[src/rtl/tws_pkg.sv]
`timescale 1ns / 1ps
// ----------------------------------------------------------------------------
// tws_pkg
// Types and constants shared by the wheel synchronization controller and its
// shared arithmetic unit.
// ----------------------------------------------------------------------------
package tws_pkg;

  typedef enum logic [0:0] {
    ALU_MUL,
    ALU_DIV
  } alu_op_t;

  typedef struct packed {
    logic    start;
    alu_op_t op;
  } alu_req_t;

  typedef enum logic [3:0] {
    S_IDLE,
    S_T_MUL1,
    S_T_MUL2,
    S_T_DIV,
    S_L_MUL,
    S_L_DIV,
    S_F_SEL,
    S_F_MUL,
    S_F_DIV,
    S_AVG,
    S_P_SEL,
    S_SHARE,
    S_PID_P,
    S_PID_I,
    S_PID_D,
    S_OUT
  } state_t;

  localparam logic [2:0] CFG_DIST  = 3'd0;
  localparam logic [2:0] CFG_SPD_B = 3'd1;
  localparam logic [2:0] CFG_SPD_R = 3'd2;
  localparam logic [2:0] CFG_SPD_L = 3'd3;
  localparam logic [2:0] CFG_GP    = 3'd4;
  localparam logic [2:0] CFG_GI    = 3'd5;
  localparam logic [2:0] CFG_GD    = 3'd6;
  localparam logic [2:0] CFG_TMO   = 3'd7;

  localparam logic [1:0] W_BACK  = 2'd0;
  localparam logic [1:0] W_RIGHT = 2'd1;
  localparam logic [1:0] W_LEFT  = 2'd2;

  localparam logic [15:0] K_CPI       = 16'd4889;
  localparam logic [29:0] K_CPI_RND   = 30'd9999;
  localparam logic [30:0] K_CPI_RECIP = 31'd1759218605;
  localparam int          K_CPI_SHIFT = 44;
  localparam logic [15:0] K_RIGHT_PCT = 16'd95;
  localparam logic [15:0] K_LEFT_Q8   = 16'd25088;
  localparam logic [23:0] K_PCT       = 24'd100;
  localparam logic [22:0] K_PCT_RECIP = 23'd5368710;
  localparam int          K_PCT_SHIFT = 29;
  localparam logic [21:0] K_RND_NEG   = 22'd49;
  localparam logic [21:0] K_RND_POS   = 22'd50;

endpackage

[src/rtl/three_wheel_sync_pid.sv]
`timescale 1ns / 1ps
// ----------------------------------------------------------------------------
// three_wheel_sync_pid
// Three-wheel drive synchronization: per-wheel targets, progress averaging
// and PID drive updates, all computed on one shared serial multiply/divide.
// The divider is DW = FRAC_BITS+24 bits wide. A sample taken while idle, or one
// that ends the move, skips the arithmetic. One beat is worked at a time;
// in_stall drops on the edge that presents the result. Synchronous reset idles
// the block and loads the register defaults.
// ----------------------------------------------------------------------------
module three_wheel_sync_pid
  import tws_pkg::*;
#(
  parameter int COUNT_BITS = 16,
  parameter int FRAC_BITS  = 16
) (
  input  logic              clk,
  input  logic              rst,
  input  logic              cfg_we,
  input  logic [2:0]        cfg_addr,
  input  logic [15:0]       cfg_wdata,
  input  logic              in_valid,
  output logic              in_stall,
  input  logic              kind,
  input  logic [15:0]       back_count,
  input  logic [15:0]       right_enc,
  input  logic [15:0]       left_enc,
  input  logic [15:0]       elapsed_ms,
  output logic              out_valid,
  input  logic              out_stall,
  output logic signed [7:0] back_drive,
  output logic signed [7:0] right_drive,
  output logic signed [7:0] left_drive,
  output logic              done_res
);

  localparam int          DW      = FRAC_BITS + 24;
  localparam int          FSW     = FRAC_BITS + 18;
  localparam int          AVW     = FRAC_BITS + 17;
  localparam logic [63:0] CMASK   = (64'd1 << COUNT_BITS) - 64'd1;
  localparam logic [15:0] CMASK16 = CMASK[15:0];
  localparam logic [63:0] AVG_MAX = 64'd1 << (FRAC_BITS + 16);

  function automatic logic signed [31:0] sat32(input logic signed [63:0] v);
    if (v > 64'sh7FFF_FFFF) begin
      return 32'sh7FFF_FFFF;
    end else if (v < -64'sh8000_0000) begin
      return -32'sh8000_0000;
    end
    return v[31:0];
  endfunction

  function automatic logic signed [39:0] sat40(input logic signed [40:0] v);
    if (v > 41'sh7F_FFFF_FFFF) begin
      return 40'sh7F_FFFF_FFFF;
    end else if (v < -41'sh80_0000_0000) begin
      return -40'sh80_0000_0000;
    end
    return v[39:0];
  endfunction

  function automatic logic signed [7:0] drv(input logic signed [31:0] lv);
    logic signed [32:0] r;
    r = ($signed({lv[31], lv}) + 33'sd128) >>> 8;
    if (r > 33'sd100) begin
      return 8'sd100;
    end else if (r < -33'sd100) begin
      return -8'sd100;
    end
    return r[7:0];
  endfunction

  logic [9:0]         travel;
  logic signed [7:0]  spd   [3];
  logic [15:0]        gp, gi, gd, tmo;

  state_t             state, state_next;
  logic [1:0]         w;
  logic               moving;
  logic               res_done;
  logic               launched;
  logic [15:0]        tgt   [3];
  logic signed [31:0] lvl   [3];
  logic signed [39:0] esum  [3];
  logic signed [31:0] eprev [3];
  logic [15:0]        cnt   [3];
  logic [63:0]        tmp;
  logic [FSW-1:0]     fsum;
  logic [1:0]         num;
  logic [AVW-1:0]     avg;
  logic signed [31:0] e;
  logic signed [63:0] inc;

  alu_req_t           req;
  logic [63:0]        opa;
  logic [23:0]        opb;
  logic               alu_done;
  logic [63:0]        alu_res;

  logic               in_fire, out_free, w_last, uses_alu, stop_in;
  logic [15:0]        cnt_in [3];
  logic [7:0]         spd_abs;
  logic [63:0]        share_u;
  logic signed [63:0] share_s, cnt_s, err_raw;
  logic signed [31:0] err_sat;
  logic signed [32:0] ediff;
  logic [15:0]        tgt_q;
  logic [29:0]        tgt_x;
  logic [59:0]        tgt_prod;
  logic [15:0]        tgt_quo;
  logic [21:0]        lft_x;
  logic [43:0]        lft_prod;
  logic [14:0]        lft_quo;

  assign cnt_in[0] = back_count & CMASK16;
  assign cnt_in[1] = right_enc & CMASK16;
  assign cnt_in[2] = left_enc & CMASK16;

  assign in_stall = (state != S_IDLE);
  assign in_fire  = in_valid && (state == S_IDLE);
  assign out_free = !out_valid || !out_stall;
  assign w_last   = (w == W_LEFT);
  assign stop_in  = !((cnt_in[0] < tgt[0]) || (cnt_in[1] < tgt[1]) ||
                      (cnt_in[2] < tgt[2])) || (elapsed_ms >= tmo);
  assign spd_abs  = spd[w][7] ? 8'(-spd[w]) : spd[w];
  assign share_u  = alu_res >> FRAC_BITS;
  assign share_s  = $signed(share_u);
  assign cnt_s    = $signed({48'd0, cnt[w]});
  assign err_raw  = (w == W_BACK) ? share_s - cnt_s : cnt_s - share_s;
  assign err_sat  = sat32(err_raw);
  assign ediff    = {e[31], e} - {eprev[w][31], eprev[w]};

  // Division by the constants is a multiply by a rounded-up reciprocal.
  assign tgt_x    = tmp[29:0] + K_CPI_RND;
  assign tgt_prod = 60'(tgt_x) * 60'(K_CPI_RECIP);
  assign tgt_quo  = tgt_prod[K_CPI_SHIFT +: 16];
  assign tgt_q    = (64'(tgt_quo) > CMASK) ? CMASK16 : tgt_quo;
  assign lft_x    = tmp[21:0] + (spd[2][7] ? K_RND_NEG : K_RND_POS);
  assign lft_prod = 44'(lft_x) * 44'(K_PCT_RECIP);
  assign lft_quo  = lft_prod[K_PCT_SHIFT +: 15];

  always_ff @(posedge clk) begin
    if (rst) begin
      travel <= '0;
      spd[0] <= '0;
      spd[1] <= '0;
      spd[2] <= '0;
      gp     <= 16'd256;
      gi     <= 16'd256;
      gd     <= 16'd256;
      tmo    <= 16'd2000;
    end else if (cfg_we) begin
      unique case (cfg_addr)
        CFG_DIST:  travel <= cfg_wdata[9:0];
        CFG_SPD_B: spd[0] <= cfg_wdata[7:0];
        CFG_SPD_R: spd[1] <= cfg_wdata[7:0];
        CFG_SPD_L: spd[2] <= cfg_wdata[7:0];
        CFG_GP:    gp     <= cfg_wdata;
        CFG_GI:    gi     <= cfg_wdata;
        CFG_GD:    gd     <= cfg_wdata;
        CFG_TMO:   tmo    <= cfg_wdata;
        default:   ;
      endcase
    end
  end

  always_comb begin
    state_next = state;
    uses_alu   = 1'b0;
    req.op     = ALU_MUL;
    opa        = '0;
    opb        = '0;
    unique case (state)
      S_IDLE: begin
        if (in_fire) begin
          if (!kind) begin
            state_next = S_T_MUL1;
          end else if (!moving || stop_in) begin
            state_next = S_OUT;
          end else begin
            state_next = S_F_SEL;
          end
        end
      end
      S_T_MUL1: begin
        uses_alu = 1'b1;
        opa      = 64'(travel);
        opb      = 24'(spd_abs);
        if (alu_done) state_next = S_T_MUL2;
      end
      S_T_MUL2: begin
        uses_alu = 1'b1;
        opa      = tmp;
        opb      = 24'(K_CPI);
        if (alu_done) state_next = S_T_DIV;
      end
      S_T_DIV: begin
        state_next = w_last ? S_L_MUL : S_T_MUL1;
      end
      S_L_MUL: begin
        uses_alu = 1'b1;
        opa      = 64'(spd_abs);
        opb      = 24'(K_LEFT_Q8);
        if (alu_done) state_next = S_L_DIV;
      end
      S_L_DIV: begin
        state_next = S_OUT;
      end
      S_F_SEL: begin
        if (tgt[w] == '0) begin
          state_next = w_last ? S_AVG : S_F_SEL;
        end else begin
          state_next = (w == W_RIGHT) ? S_F_MUL : S_F_DIV;
        end
      end
      S_F_MUL: begin
        uses_alu = 1'b1;
        opa      = 64'(cnt[w]);
        opb      = 24'(K_RIGHT_PCT);
        if (alu_done) state_next = S_F_DIV;
      end
      S_F_DIV: begin
        uses_alu = 1'b1;
        req.op   = ALU_DIV;
        opa      = ((w == W_RIGHT) ? tmp : 64'(cnt[w])) << FRAC_BITS;
        opb      = (w == W_RIGHT) ? 24'(24'(tgt[w]) * K_PCT) : 24'(tgt[w]);
        if (alu_done) state_next = w_last ? S_AVG : S_F_SEL;
      end
      S_AVG: begin
        uses_alu = 1'b1;
        req.op   = ALU_DIV;
        opa      = 64'(fsum);
        opb      = 24'(num);
        if (alu_done) state_next = S_P_SEL;
      end
      S_P_SEL: begin
        if (tgt[w] == '0) begin
          state_next = w_last ? S_OUT : S_P_SEL;
        end else begin
          state_next = S_SHARE;
        end
      end
      S_SHARE: begin
        uses_alu = 1'b1;
        opa      = 64'(avg);
        opb      = 24'(tgt[w]);
        if (alu_done) state_next = S_PID_P;
      end
      S_PID_P: begin
        uses_alu = 1'b1;
        opa      = {{32{e[31]}}, e};
        opb      = 24'(gp);
        if (alu_done) state_next = S_PID_I;
      end
      S_PID_I: begin
        uses_alu = 1'b1;
        opa      = {{24{esum[w][39]}}, esum[w]};
        opb      = 24'(gi);
        if (alu_done) state_next = S_PID_D;
      end
      S_PID_D: begin
        uses_alu = 1'b1;
        opa      = {{31{ediff[32]}}, ediff};
        opb      = 24'(gd);
        if (alu_done) state_next = w_last ? S_OUT : S_P_SEL;
      end
      S_OUT: begin
        if (out_free) state_next = S_IDLE;
      end
      default: state_next = S_IDLE;
    endcase
    req.start = uses_alu && !launched;
  end

  always_ff @(posedge clk) begin
    if (rst) begin
      state     <= S_IDLE;
      moving    <= 1'b0;
      launched  <= 1'b0;
      out_valid <= 1'b0;
    end else begin
      state <= state_next;
      if (req.start) begin
        launched <= 1'b1;
      end else if (alu_done) begin
        launched <= 1'b0;
      end
      if (state == S_IDLE && in_fire) begin
        if (kind && moving && stop_in) moving <= 1'b0;
      end
      if (state == S_L_DIV) moving <= 1'b1;
      if (state == S_OUT && out_free) begin
        out_valid <= 1'b1;
      end else if (!out_stall) begin
        out_valid <= 1'b0;
      end
    end
  end

  always_ff @(posedge clk) begin
    unique case (state)
      S_IDLE: begin
        if (in_fire) begin
          cnt[0]   <= cnt_in[0];
          cnt[1]   <= cnt_in[1];
          cnt[2]   <= cnt_in[2];
          w        <= W_BACK;
          fsum     <= '0;
          num      <= '0;
          res_done <= kind && (!moving || stop_in);
        end
      end
      S_T_MUL1, S_T_MUL2, S_L_MUL, S_F_MUL: begin
        if (alu_done) tmp <= alu_res;
      end
      S_T_DIV: begin
        tgt[w] <= tgt_q;
        if (!w_last) w <= w + 2'd1;
      end
      S_L_DIV: begin
        lvl[0] <= {{16{spd[0][7]}}, spd[0], 8'd0};
        lvl[1] <= {{16{spd[1][7]}}, spd[1], 8'd0};
        lvl[2] <= spd[2][7] ? -$signed(32'(lft_quo)) : $signed(32'(lft_quo));
        for (int i = 0; i < 3; i++) begin
          esum[i]  <= '0;
          eprev[i] <= '0;
        end
        res_done <= 1'b0;
      end
      S_F_SEL, S_P_SEL: begin
        if (tgt[w] == '0 && !w_last) w <= w + 2'd1;
      end
      S_F_DIV: begin
        if (alu_done) begin
          fsum <= fsum + FSW'(alu_res);
          num  <= num + 2'd1;
          if (!w_last) w <= w + 2'd1;
        end
      end
      S_AVG: begin
        if (alu_done) begin
          avg <= (alu_res > AVG_MAX) ? AVW'(AVG_MAX) : AVW'(alu_res);
          w   <= W_BACK;
        end
      end
      S_SHARE: begin
        if (alu_done) begin
          e       <= err_sat;
          esum[w] <= sat40({esum[w][39], esum[w]} + {{9{err_sat[31]}}, err_sat});
        end
      end
      S_PID_P: begin
        if (alu_done) inc <= $signed(alu_res);
      end
      S_PID_I: begin
        if (alu_done) inc <= inc + $signed(alu_res);
      end
      S_PID_D: begin
        if (alu_done) begin
          eprev[w] <= e;
          lvl[w]   <= sat32($signed({{32{lvl[w][31]}}, lvl[w]}) + inc + $signed(alu_res));
          if (!w_last) w <= w + 2'd1;
        end
      end
      S_OUT: begin
        if (out_free) begin
          back_drive  <= res_done ? 8'sd0 : drv(lvl[0]);
          right_drive <= res_done ? 8'sd0 : drv(lvl[1]);
          left_drive  <= res_done ? 8'sd0 : drv(lvl[2]);
          done_res    <= res_done;
        end
      end
      default: ;
    endcase
  end

  tws_alu #(
    .DW(DW)
  ) u_alu (
    .clk  (clk),
    .rst  (rst),
    .req  (req),
    .opa  (opa),
    .opb  (opb),
    .done (alu_done),
    .res  (alu_res)
  );

endmodule

[src/rtl/tws_alu.sv]
`timescale 1ns / 1ps
// ----------------------------------------------------------------------------
// tws_alu
// Shared serial unit: shift-add multiply of a 64-bit operand by a 16-bit
// unsigned operand, or restoring divide of a DW-bit dividend by a 24-bit
// divisor, one bit per cycle.
// ----------------------------------------------------------------------------
module tws_alu
  import tws_pkg::*;
#(
  parameter int DW = 40
) (
  input  logic        clk,
  input  logic        rst,
  input  alu_req_t    req,
  input  logic [63:0] opa,
  input  logic [23:0] opb,
  output logic        done,
  output logic [63:0] res
);

  localparam int CW = $clog2(DW + 1);

  logic          busy;
  alu_op_t       op_r;
  logic [CW-1:0] cnt;
  logic [63:0]   acc;
  logic [63:0]   mcand;
  logic [15:0]   mplier;
  logic [23:0]   rem;
  logic [23:0]   dvs;
  logic [DW-1:0] quo;
  logic [24:0]   rem_sh;
  logic          ge;

  assign rem_sh = {rem, quo[DW-1]};
  assign ge     = rem_sh >= {1'b0, dvs};

  always_ff @(posedge clk) begin
    if (rst) begin
      busy <= 1'b0;
      done <= 1'b0;
    end else begin
      done <= busy && (cnt == CW'(1));
      if (req.start) begin
        busy <= 1'b1;
      end else if (busy && (cnt == CW'(1))) begin
        busy <= 1'b0;
      end
    end
  end

  always_ff @(posedge clk) begin
    if (req.start) begin
      op_r   <= req.op;
      cnt    <= (req.op == ALU_MUL) ? CW'(16) : CW'(DW);
      acc    <= '0;
      mcand  <= opa;
      mplier <= opb[15:0];
      rem    <= '0;
      dvs    <= opb;
      quo    <= opa[DW-1:0];
    end else if (busy) begin
      cnt <= cnt - CW'(1);
      if (op_r == ALU_MUL) begin
        if (mplier[0]) begin
          acc <= acc + mcand;
        end
        mcand  <= {mcand[62:0], 1'b0};
        mplier <= {1'b0, mplier[15:1]};
      end else begin
        rem <= ge ? 24'(rem_sh - {1'b0, dvs}) : rem_sh[23:0];
        quo <= {quo[DW-2:0], ge};
      end
    end
  end

  assign res = (op_r == ALU_MUL) ? acc : 64'(quo);

endmodule
[config.mk]
export PLATFORM = sky130hd
export DESIGN_NAME = three_wheel_sync_pid
export DESIGN_NICKNAME = d
export VERILOG_FILES = /design/src/rtl/tws_pkg.sv /design/src/rtl/three_wheel_sync_pid.sv /design/src/rtl/tws_alu.sv
export SDC_FILE = /design/constraint.sdc
export NUM_CORES = 2
export LEC_CHECK = 0
export BUFFER_PORTS_ARGS = -buffer_cell sky130_fd_sc_hd__buf_4
export CELL_PAD_IN_SITES_DETAIL_PLACEMENT = 0
export CELL_PAD_IN_SITES_GLOBAL_PLACEMENT = 2
export CORE_ASPECT_RATIO = 0.9
export CORE_MARGIN = 5
export CORE_UTILIZATION = 39
export DETAILED_ROUTE_END_ITERATION = 10
export PLACE_DENSITY_LB_ADDON = 0.12
export SETUP_SLACK_MARGIN = 0.5
export SYNTH_ARGS = -nofsm -noshare
export SYNTH_HDL_FRONTEND = slang
export SYNTH_HIERARCHICAL = 1
export SYNTH_SLANG_ARGS = --single-unit
[constraint.sdc]
create_clock -name clk -period 9.4 [get_ports clk]
set_input_delay 1.88 -clock clk [delete_from_list [all_inputs] [get_ports clk]]
set_output_delay 1.88 -clock clk [all_outputs]
set_load 0.03 [all_outputs]
# Yosys cells after proc, flatten, opt, wreduce, memory -nomap -nowiden

Memories as Yosys holds them, arrays and structs flattened. A register that Yosys moved wholly into a read port is not among the register bits.
Index checks and enable logic that the tools add are counted.

Add/sub/neg operators: 20
Reduce and logical (&&, ||, !) cells: 62
Bitwise logic cells: 4
Magnitude comparators: 18
$mul: 3
Eq/ne operators: 41
Muxes and demuxes: 158

Operators by type and width:

| kind                     | number |
|---|---|
| $pmux W64 S10            | 1 |
| $mux W64                 | 7 |
| $mux W40                 | 9 |
| $mux W32                 | 11 |
| $pmux W23 S10            | 1 |
| $add A64 B64 Y64         | 3 |
| $gt A64 B32 Y1 const B   | 2 |
| $lt A64 B32 Y1 const B   | 2 |
| $pmux W64 S2             | 1 |
| $mux W8                  | 13 |
| $add A32 B9 Y33 const B  | 3 |
| $gt A25 B8 Y1 const B    | 3 |
| $lt A25 B8 Y1 const B    | 3 |
| $mux W34                 | 2 |
| $mux W4                  | 17 |
| $pmux W34 S2             | 1 |
| $add A32 B64 Y64         | 1 |
| $gt A64 B33 Y1 const B   | 1 |
| $pmux W4 S16             | 1 |
| $reduce_or A32 Y1        | 2 |
| $mux W1                  | 63 |
| $mul A30 B31 Y60 const B | 1 |
| $sub A16 B48 Y49         | 1 |
| $sub A48 B16 Y49         | 1 |
| other kinds (59)         | 156 |

Logic and storage cells: 343
Bits in writable memories: 432
Register bits: 579
Memories: 6
Output and inout port bits: 27

Memories:

| memory | depth | width | read ports | clocked after memory_dff | wr ports | line                       | source |
|---|---|---|---|---|---|---|---|
| esum   | 3     | 40    | 1          | 1                        | 3        | three_wheel_sync_pid.sv:84 | `logic signed [39:0] esum [3];` |
| eprev  | 3     | 32    | 1          | 1                        | 3        | three_wheel_sync_pid.sv:85 | `logic signed [31:0] eprev [3];` |
| lvl    | 3     | 32    | 4          | 1                        | 3        | three_wheel_sync_pid.sv:83 | `logic signed [31:0] lvl [3];` |
| cnt    | 3     | 16    | 1          | 1                        | 3        | three_wheel_sync_pid.sv:86 | `logic [15:0] cnt [3];` |
| tgt    | 3     | 16    | 4          | 1                        | 1        | three_wheel_sync_pid.sv:82 | `logic [15:0] tgt [3];` |
| spd    | 3     | 8     | 4          | 1                        | 3        | three_wheel_sync_pid.sv:74 | `logic signed [7:0] spd [3];` |

# Depth between registers and ports, before layout

Word-level depth: 17
Mapped depth: 41
Mapped depth without buffers: 40

# Cells and area by module

The synthesis kept the hierarchy.

Modules (own cells, without submodules):

| module               | area each (um2) | cells an instance | sequential area each (um2) | instances |
|---|---|---|---|---|
| three_wheel_sync_pid | 86267.7         | 8600              | 25954.9                    | 1 |
| tws_alu              | 14973.1         | 1628              | 6336.1                     | 1 |

# Worst setup path before layout

No wires, ideal clock.

Path kind: register to register
From: register tmp[0]
To: memory tgt[0][15] (data pin)
Data arrival time: 9845 ps
Stages on the path, launching flop included: 38
Clock period less this slack: 10119 ps
Setup slack: -719 ps
Buffers on the path: 1
Setup time: 274 ps
Cell sequence: edfxtp_1 > clkbuf_1 > inv_1 > ha_1 > nor3b_1 > nor2_1 > and3_1 > nand2b_1 > a31oi_1 > nor2_1 > and3_1 > and3_1 > and4_1 > nand2_1 > xnor2_1 > ha_1 > fa_1 > fa_1 > (+2 left out) > inv_1 > fa_1 > inv_1 > fa_1 > fa_1 > ha_1 > a21o_1 > a21o_1 > a21oi_1 > o21ai_0 > a31oi_1 > o31ai_1 > o31ai_1 > o21ai_0 > a211oi_1 > o21bai_1 > a21oi_1 > xnor2_1

Word-level cells in the longest chain between the ends: 2

RTL lines:

| element                | line                        | source |
|---|---|---|
| start, declared        | three_wheel_sync_pid.sv:87  | `logic [63:0] tmp;` |
| start signal, assigned | three_wheel_sync_pid.sv:314 | `if (alu_done) tmp <= alu_res;` |
| $add A30 B14 Y30       | three_wheel_sync_pid.sv:134 | `assign tgt_x = tmp[29:0] + K_CPI_RND;` |
| $mul A30 B31 Y60       | three_wheel_sync_pid.sv:135 | `assign tgt_prod = 60'(tgt_x) * 60'(K_CPI_RECIP);` |
| named net tgt_prod[59] | three_wheel_sync_pid.sv:109 | `logic [59:0] tgt_prod;` |
| end, declared          | three_wheel_sync_pid.sv:82  |  |

The timed path passes the listed nets, and every way through them passes these cells.

==> results.json <==
{
  "status": "finished, final reports clean",
  "hold_viol": 0,
  "max_cap_violations": 0,
  "p_leak_nw": 49.8,
  "drc": 0,
  "drive_gt1_share_pct": 15.5,
  "synthTopCellsByArea": "edfxtp_1 (28%), fa_1 (13%), ha_1 (13%), inv_1 (4.4%), dfxtp_1 (3.4%)",
  "criticalPathCategory": "reg -> reg",
  "via_per_inst": 5.73,
  "endpoint_kind": "flip-flop",
  "worstHoldPathCells": 2,
  "ys_seq_elements": 1133,
  "synth-edff-count": 960,
  "r2r_cells": 41,
  "overflow": 0,
  "cp_max_fo": 4,
  "synth_area_mm2": 0.101,
  "area_growth_pct": 16.1,
  "fin_ws_ns": 0.244,
  "clockBufferDepth": 3,
  "grt_pass1_vias": 80600,
  "slowest_delay_ns": 0.57,
  "num_vias": 81800,
  "rsz0062_at_grt": "true",
  "cts_tree": "done",
  "clk_pin_slew_ns": 0.06,
  "core_mm2": 0.258,
  "power_density_mw_per_mm2": 412,
  "grt_usage_pct": 28.1,
  "grt_max_degree": 189,
  "peakVddDrop_v": 0.000403,
  "num_rows": 177,
  "utilization_pct": 45.5,
  "fin_nets": 12600,
  "tightest_slew_ns": 1.24,
  "slew_headroom_pct": 16.5,
  "slew_viol_final": 0,
  "min_path_type": "reg -> reg",
  "gp_congestion": 0.980,
  "io_pins": 116,
  "h-tree-depth": 4,
  "avgRoutedWirePerCell_um": 27.2,
  "slowest_stage": "fa_1",
  "critPathTopFamily": "adder cells",
  "clock-root-buffer": "clkbuf_16",
  "clock_latency_ns": 0.83,
  "crit_required_ns": 9.94,
  "synth_top_cell_by_area": "edfxtp_1",
  "io_buffers": 115,
  "finClkSkew_ns": 0.0463,
  "synthCells": 10200,
  "syn_nets": 12000,
  "synth.distinct_cells": 107,
  "synth_async_sr_flop_share_pct": 0,
  "antenna_found_initial": 22,
  "yosysTopAreaCellShare_pct": 28.5,
  "start_util_pct": 39.2,
  "cts.sinks": 1133,
  "r2r_setup_slack_ns": 0.24,
  "syn_area_per_cell_um2": 9.90,
  "fin_crit_sh_pct": 97.4,
  "wl_mm": 388,
  "path_depth": 41,
  "firstDrtPassIters": 7,
  "report.final.setup_viol": 0,
  "ys_seq_area_share_pct": 31.9,
  "cts_buffers": 137,
  "fp.dieW_um": 547,
  "start_kind": "flip-flop",
  "fin_crit_ns": 9.16,
  "crit_arrival_ns": 9.70,
  "grt_pass1_wl_mm": 563,
  "drtIter0Drc": 7322,
  "worst-path-buf-inv": 12,
  "dp_slack_ns": -0.336,
  "clock.fmax_ghz": 0.109,
  "ys.flop_type": "edfxtp_1",
  "ys.warnings.count": 6,
  "tns_ns": 0,
  "die-area_mm2": 0.270,
  "dp_hpwl_mm": 309,
  "die_y_um": 493,
  "antenna_left": 0
}
-- layout by cell type, fill, tap and decap left out, drive strengths merged, types with 174 or more instances in the layout --
cell / count
edfxtp: 960
a21o: 245
fa: 673
o21ai: 604
clkbuf: 174
xor2: 188
xnor2: 259
nand3: 192
inv: 1205
buf: 807
a21oi: 668
ha: 1047
nor2: 628
nand2: 853
-- state kept, by name, summed over array words and instances, names as in the netlist, 24 cells and up, named ones only --
name / cells
esum: 160
eprev: 128
lvl: 128
inc: 64
tgt: 64
tmp: 64
u_alu/acc: 64
u_alu/mcand: 64
cnt: 48
u_alu/quo: 40
fsum: 34
avg: 33
e: 32
spd: 24
u_alu/dvs: 24
u_alu/rem: 24
-- Yosys cell counts, types with 82 or more instances --
cell / instances
o211ai_1: 96
and3_1: 82
clkbuf_1: 364
nor3_1: 143
inv_1: 1200
nand3_1: 192
nor2b_1: 89
xor2_1: 188
edfxtp_1: 960
ha_1: 1047
nand2_1: 853
xnor2_1: 259
and2_1: 170
a21oi_1: 666
dfxtp_1: 173
nor2_1: 628
mux4_2: 120
a31oi_1: 110
fa_1: 673
o21ai_0: 589
nand4_1: 141
mux2_2: 83
a21o_1: 245
-- metal layers --
| layer | vias up | part of all wire, % | global-route usage [%] |
|---|---|---|---|
| li1 | 37500 | - | - |
| met1 | 41000 | 45 | 40.4 |
| met2 | 2856 | 44 | 42.5 |
| met3 | 518 | 7.6 | 5.71 |
| met4 | 8 | 3.6 | 8.75 |
| met5 | - | 0.011 | 0 |
-- path summary, 6_finish.rpt --
check	startpoint	endpoint
hold / removal	gd[2]	gd[2]
hold reg to reg	gd[2]	gd[2]
setup reg to reg	tmp[0]	lvl[2][14]
setup / recovery	tmp[0]	lvl[2][14]
-- logic make-up (layout without fill, tap and decap cells) --
kind of cell	Yosys count	in the layout	share of synthesized area [%]
AND/OR/NAND/NOR	2617	2617	12.4
adder cells (fa/ha/maj)	1726	1726	26.3
multiplexers	264	264	4.20
AO/OA/AOI/OAI	2414	2414	15.3
other	1	11	0.00370
buffers and inverters	1626	2260	6.07
XOR/XNOR	447	447	3.87
flip-flops	1133	1133	31.9
-- worst min-delay path, stage by stage (launching register included) --
cell     delay, ns
dfxtp_1       0.31
nand2_1       0.05
a21oi_1       0.05
-- stage by stage --
stage	cell area (um2)	power (mW)	hold slack [ns]	cells
global placement	110000	40.9	0.441	13900
CTS	116000	47.3	0.454	14200
detailed placement	110000	40.9	0.447	13900
finish	118000	48.5	0.452	14300
global route	117000	51.8	0.470	14300
floorplan	102000	28.8	0.427	10200
-- power breakdown --
group | leakage [nW] | internal, mW | switching, mW | total (mW)
Sequential | 10.1 | 7.20 | 0.494 | 7.69
Clock | 2.21 | 3.22 | 2.35 | 5.58
Combinational | 37.5 | 12.9 | 22.2 | 35.2
Total | 49.8 | 23.4 | 25.1 | 48.5
-- cell type report --
class                           instances  area [um2]
Timing Repair Buffer                  808        6590
Antenna cell                           10        25.0
Sequential cell                      1133       32300
Multi-Input combinational cell       7469       65200
Clock buffer                          173        3690
Fill cell                           24600      141000
Clock inverter                         77         915
Tap cell                             3401        4260
Inverter                             1202        4530
-- repair_timing --
action | CTS | global route
pin swaps | 109 | 148
hold buffers | 0 | 0
cloned | 1 | 2
setup buffers | 50 | 49
gates resized for setup | 171 | 274
endpoints found under the setup margin | 245 | 246
No activity file was read; power rests on OpenSTA's default activity.
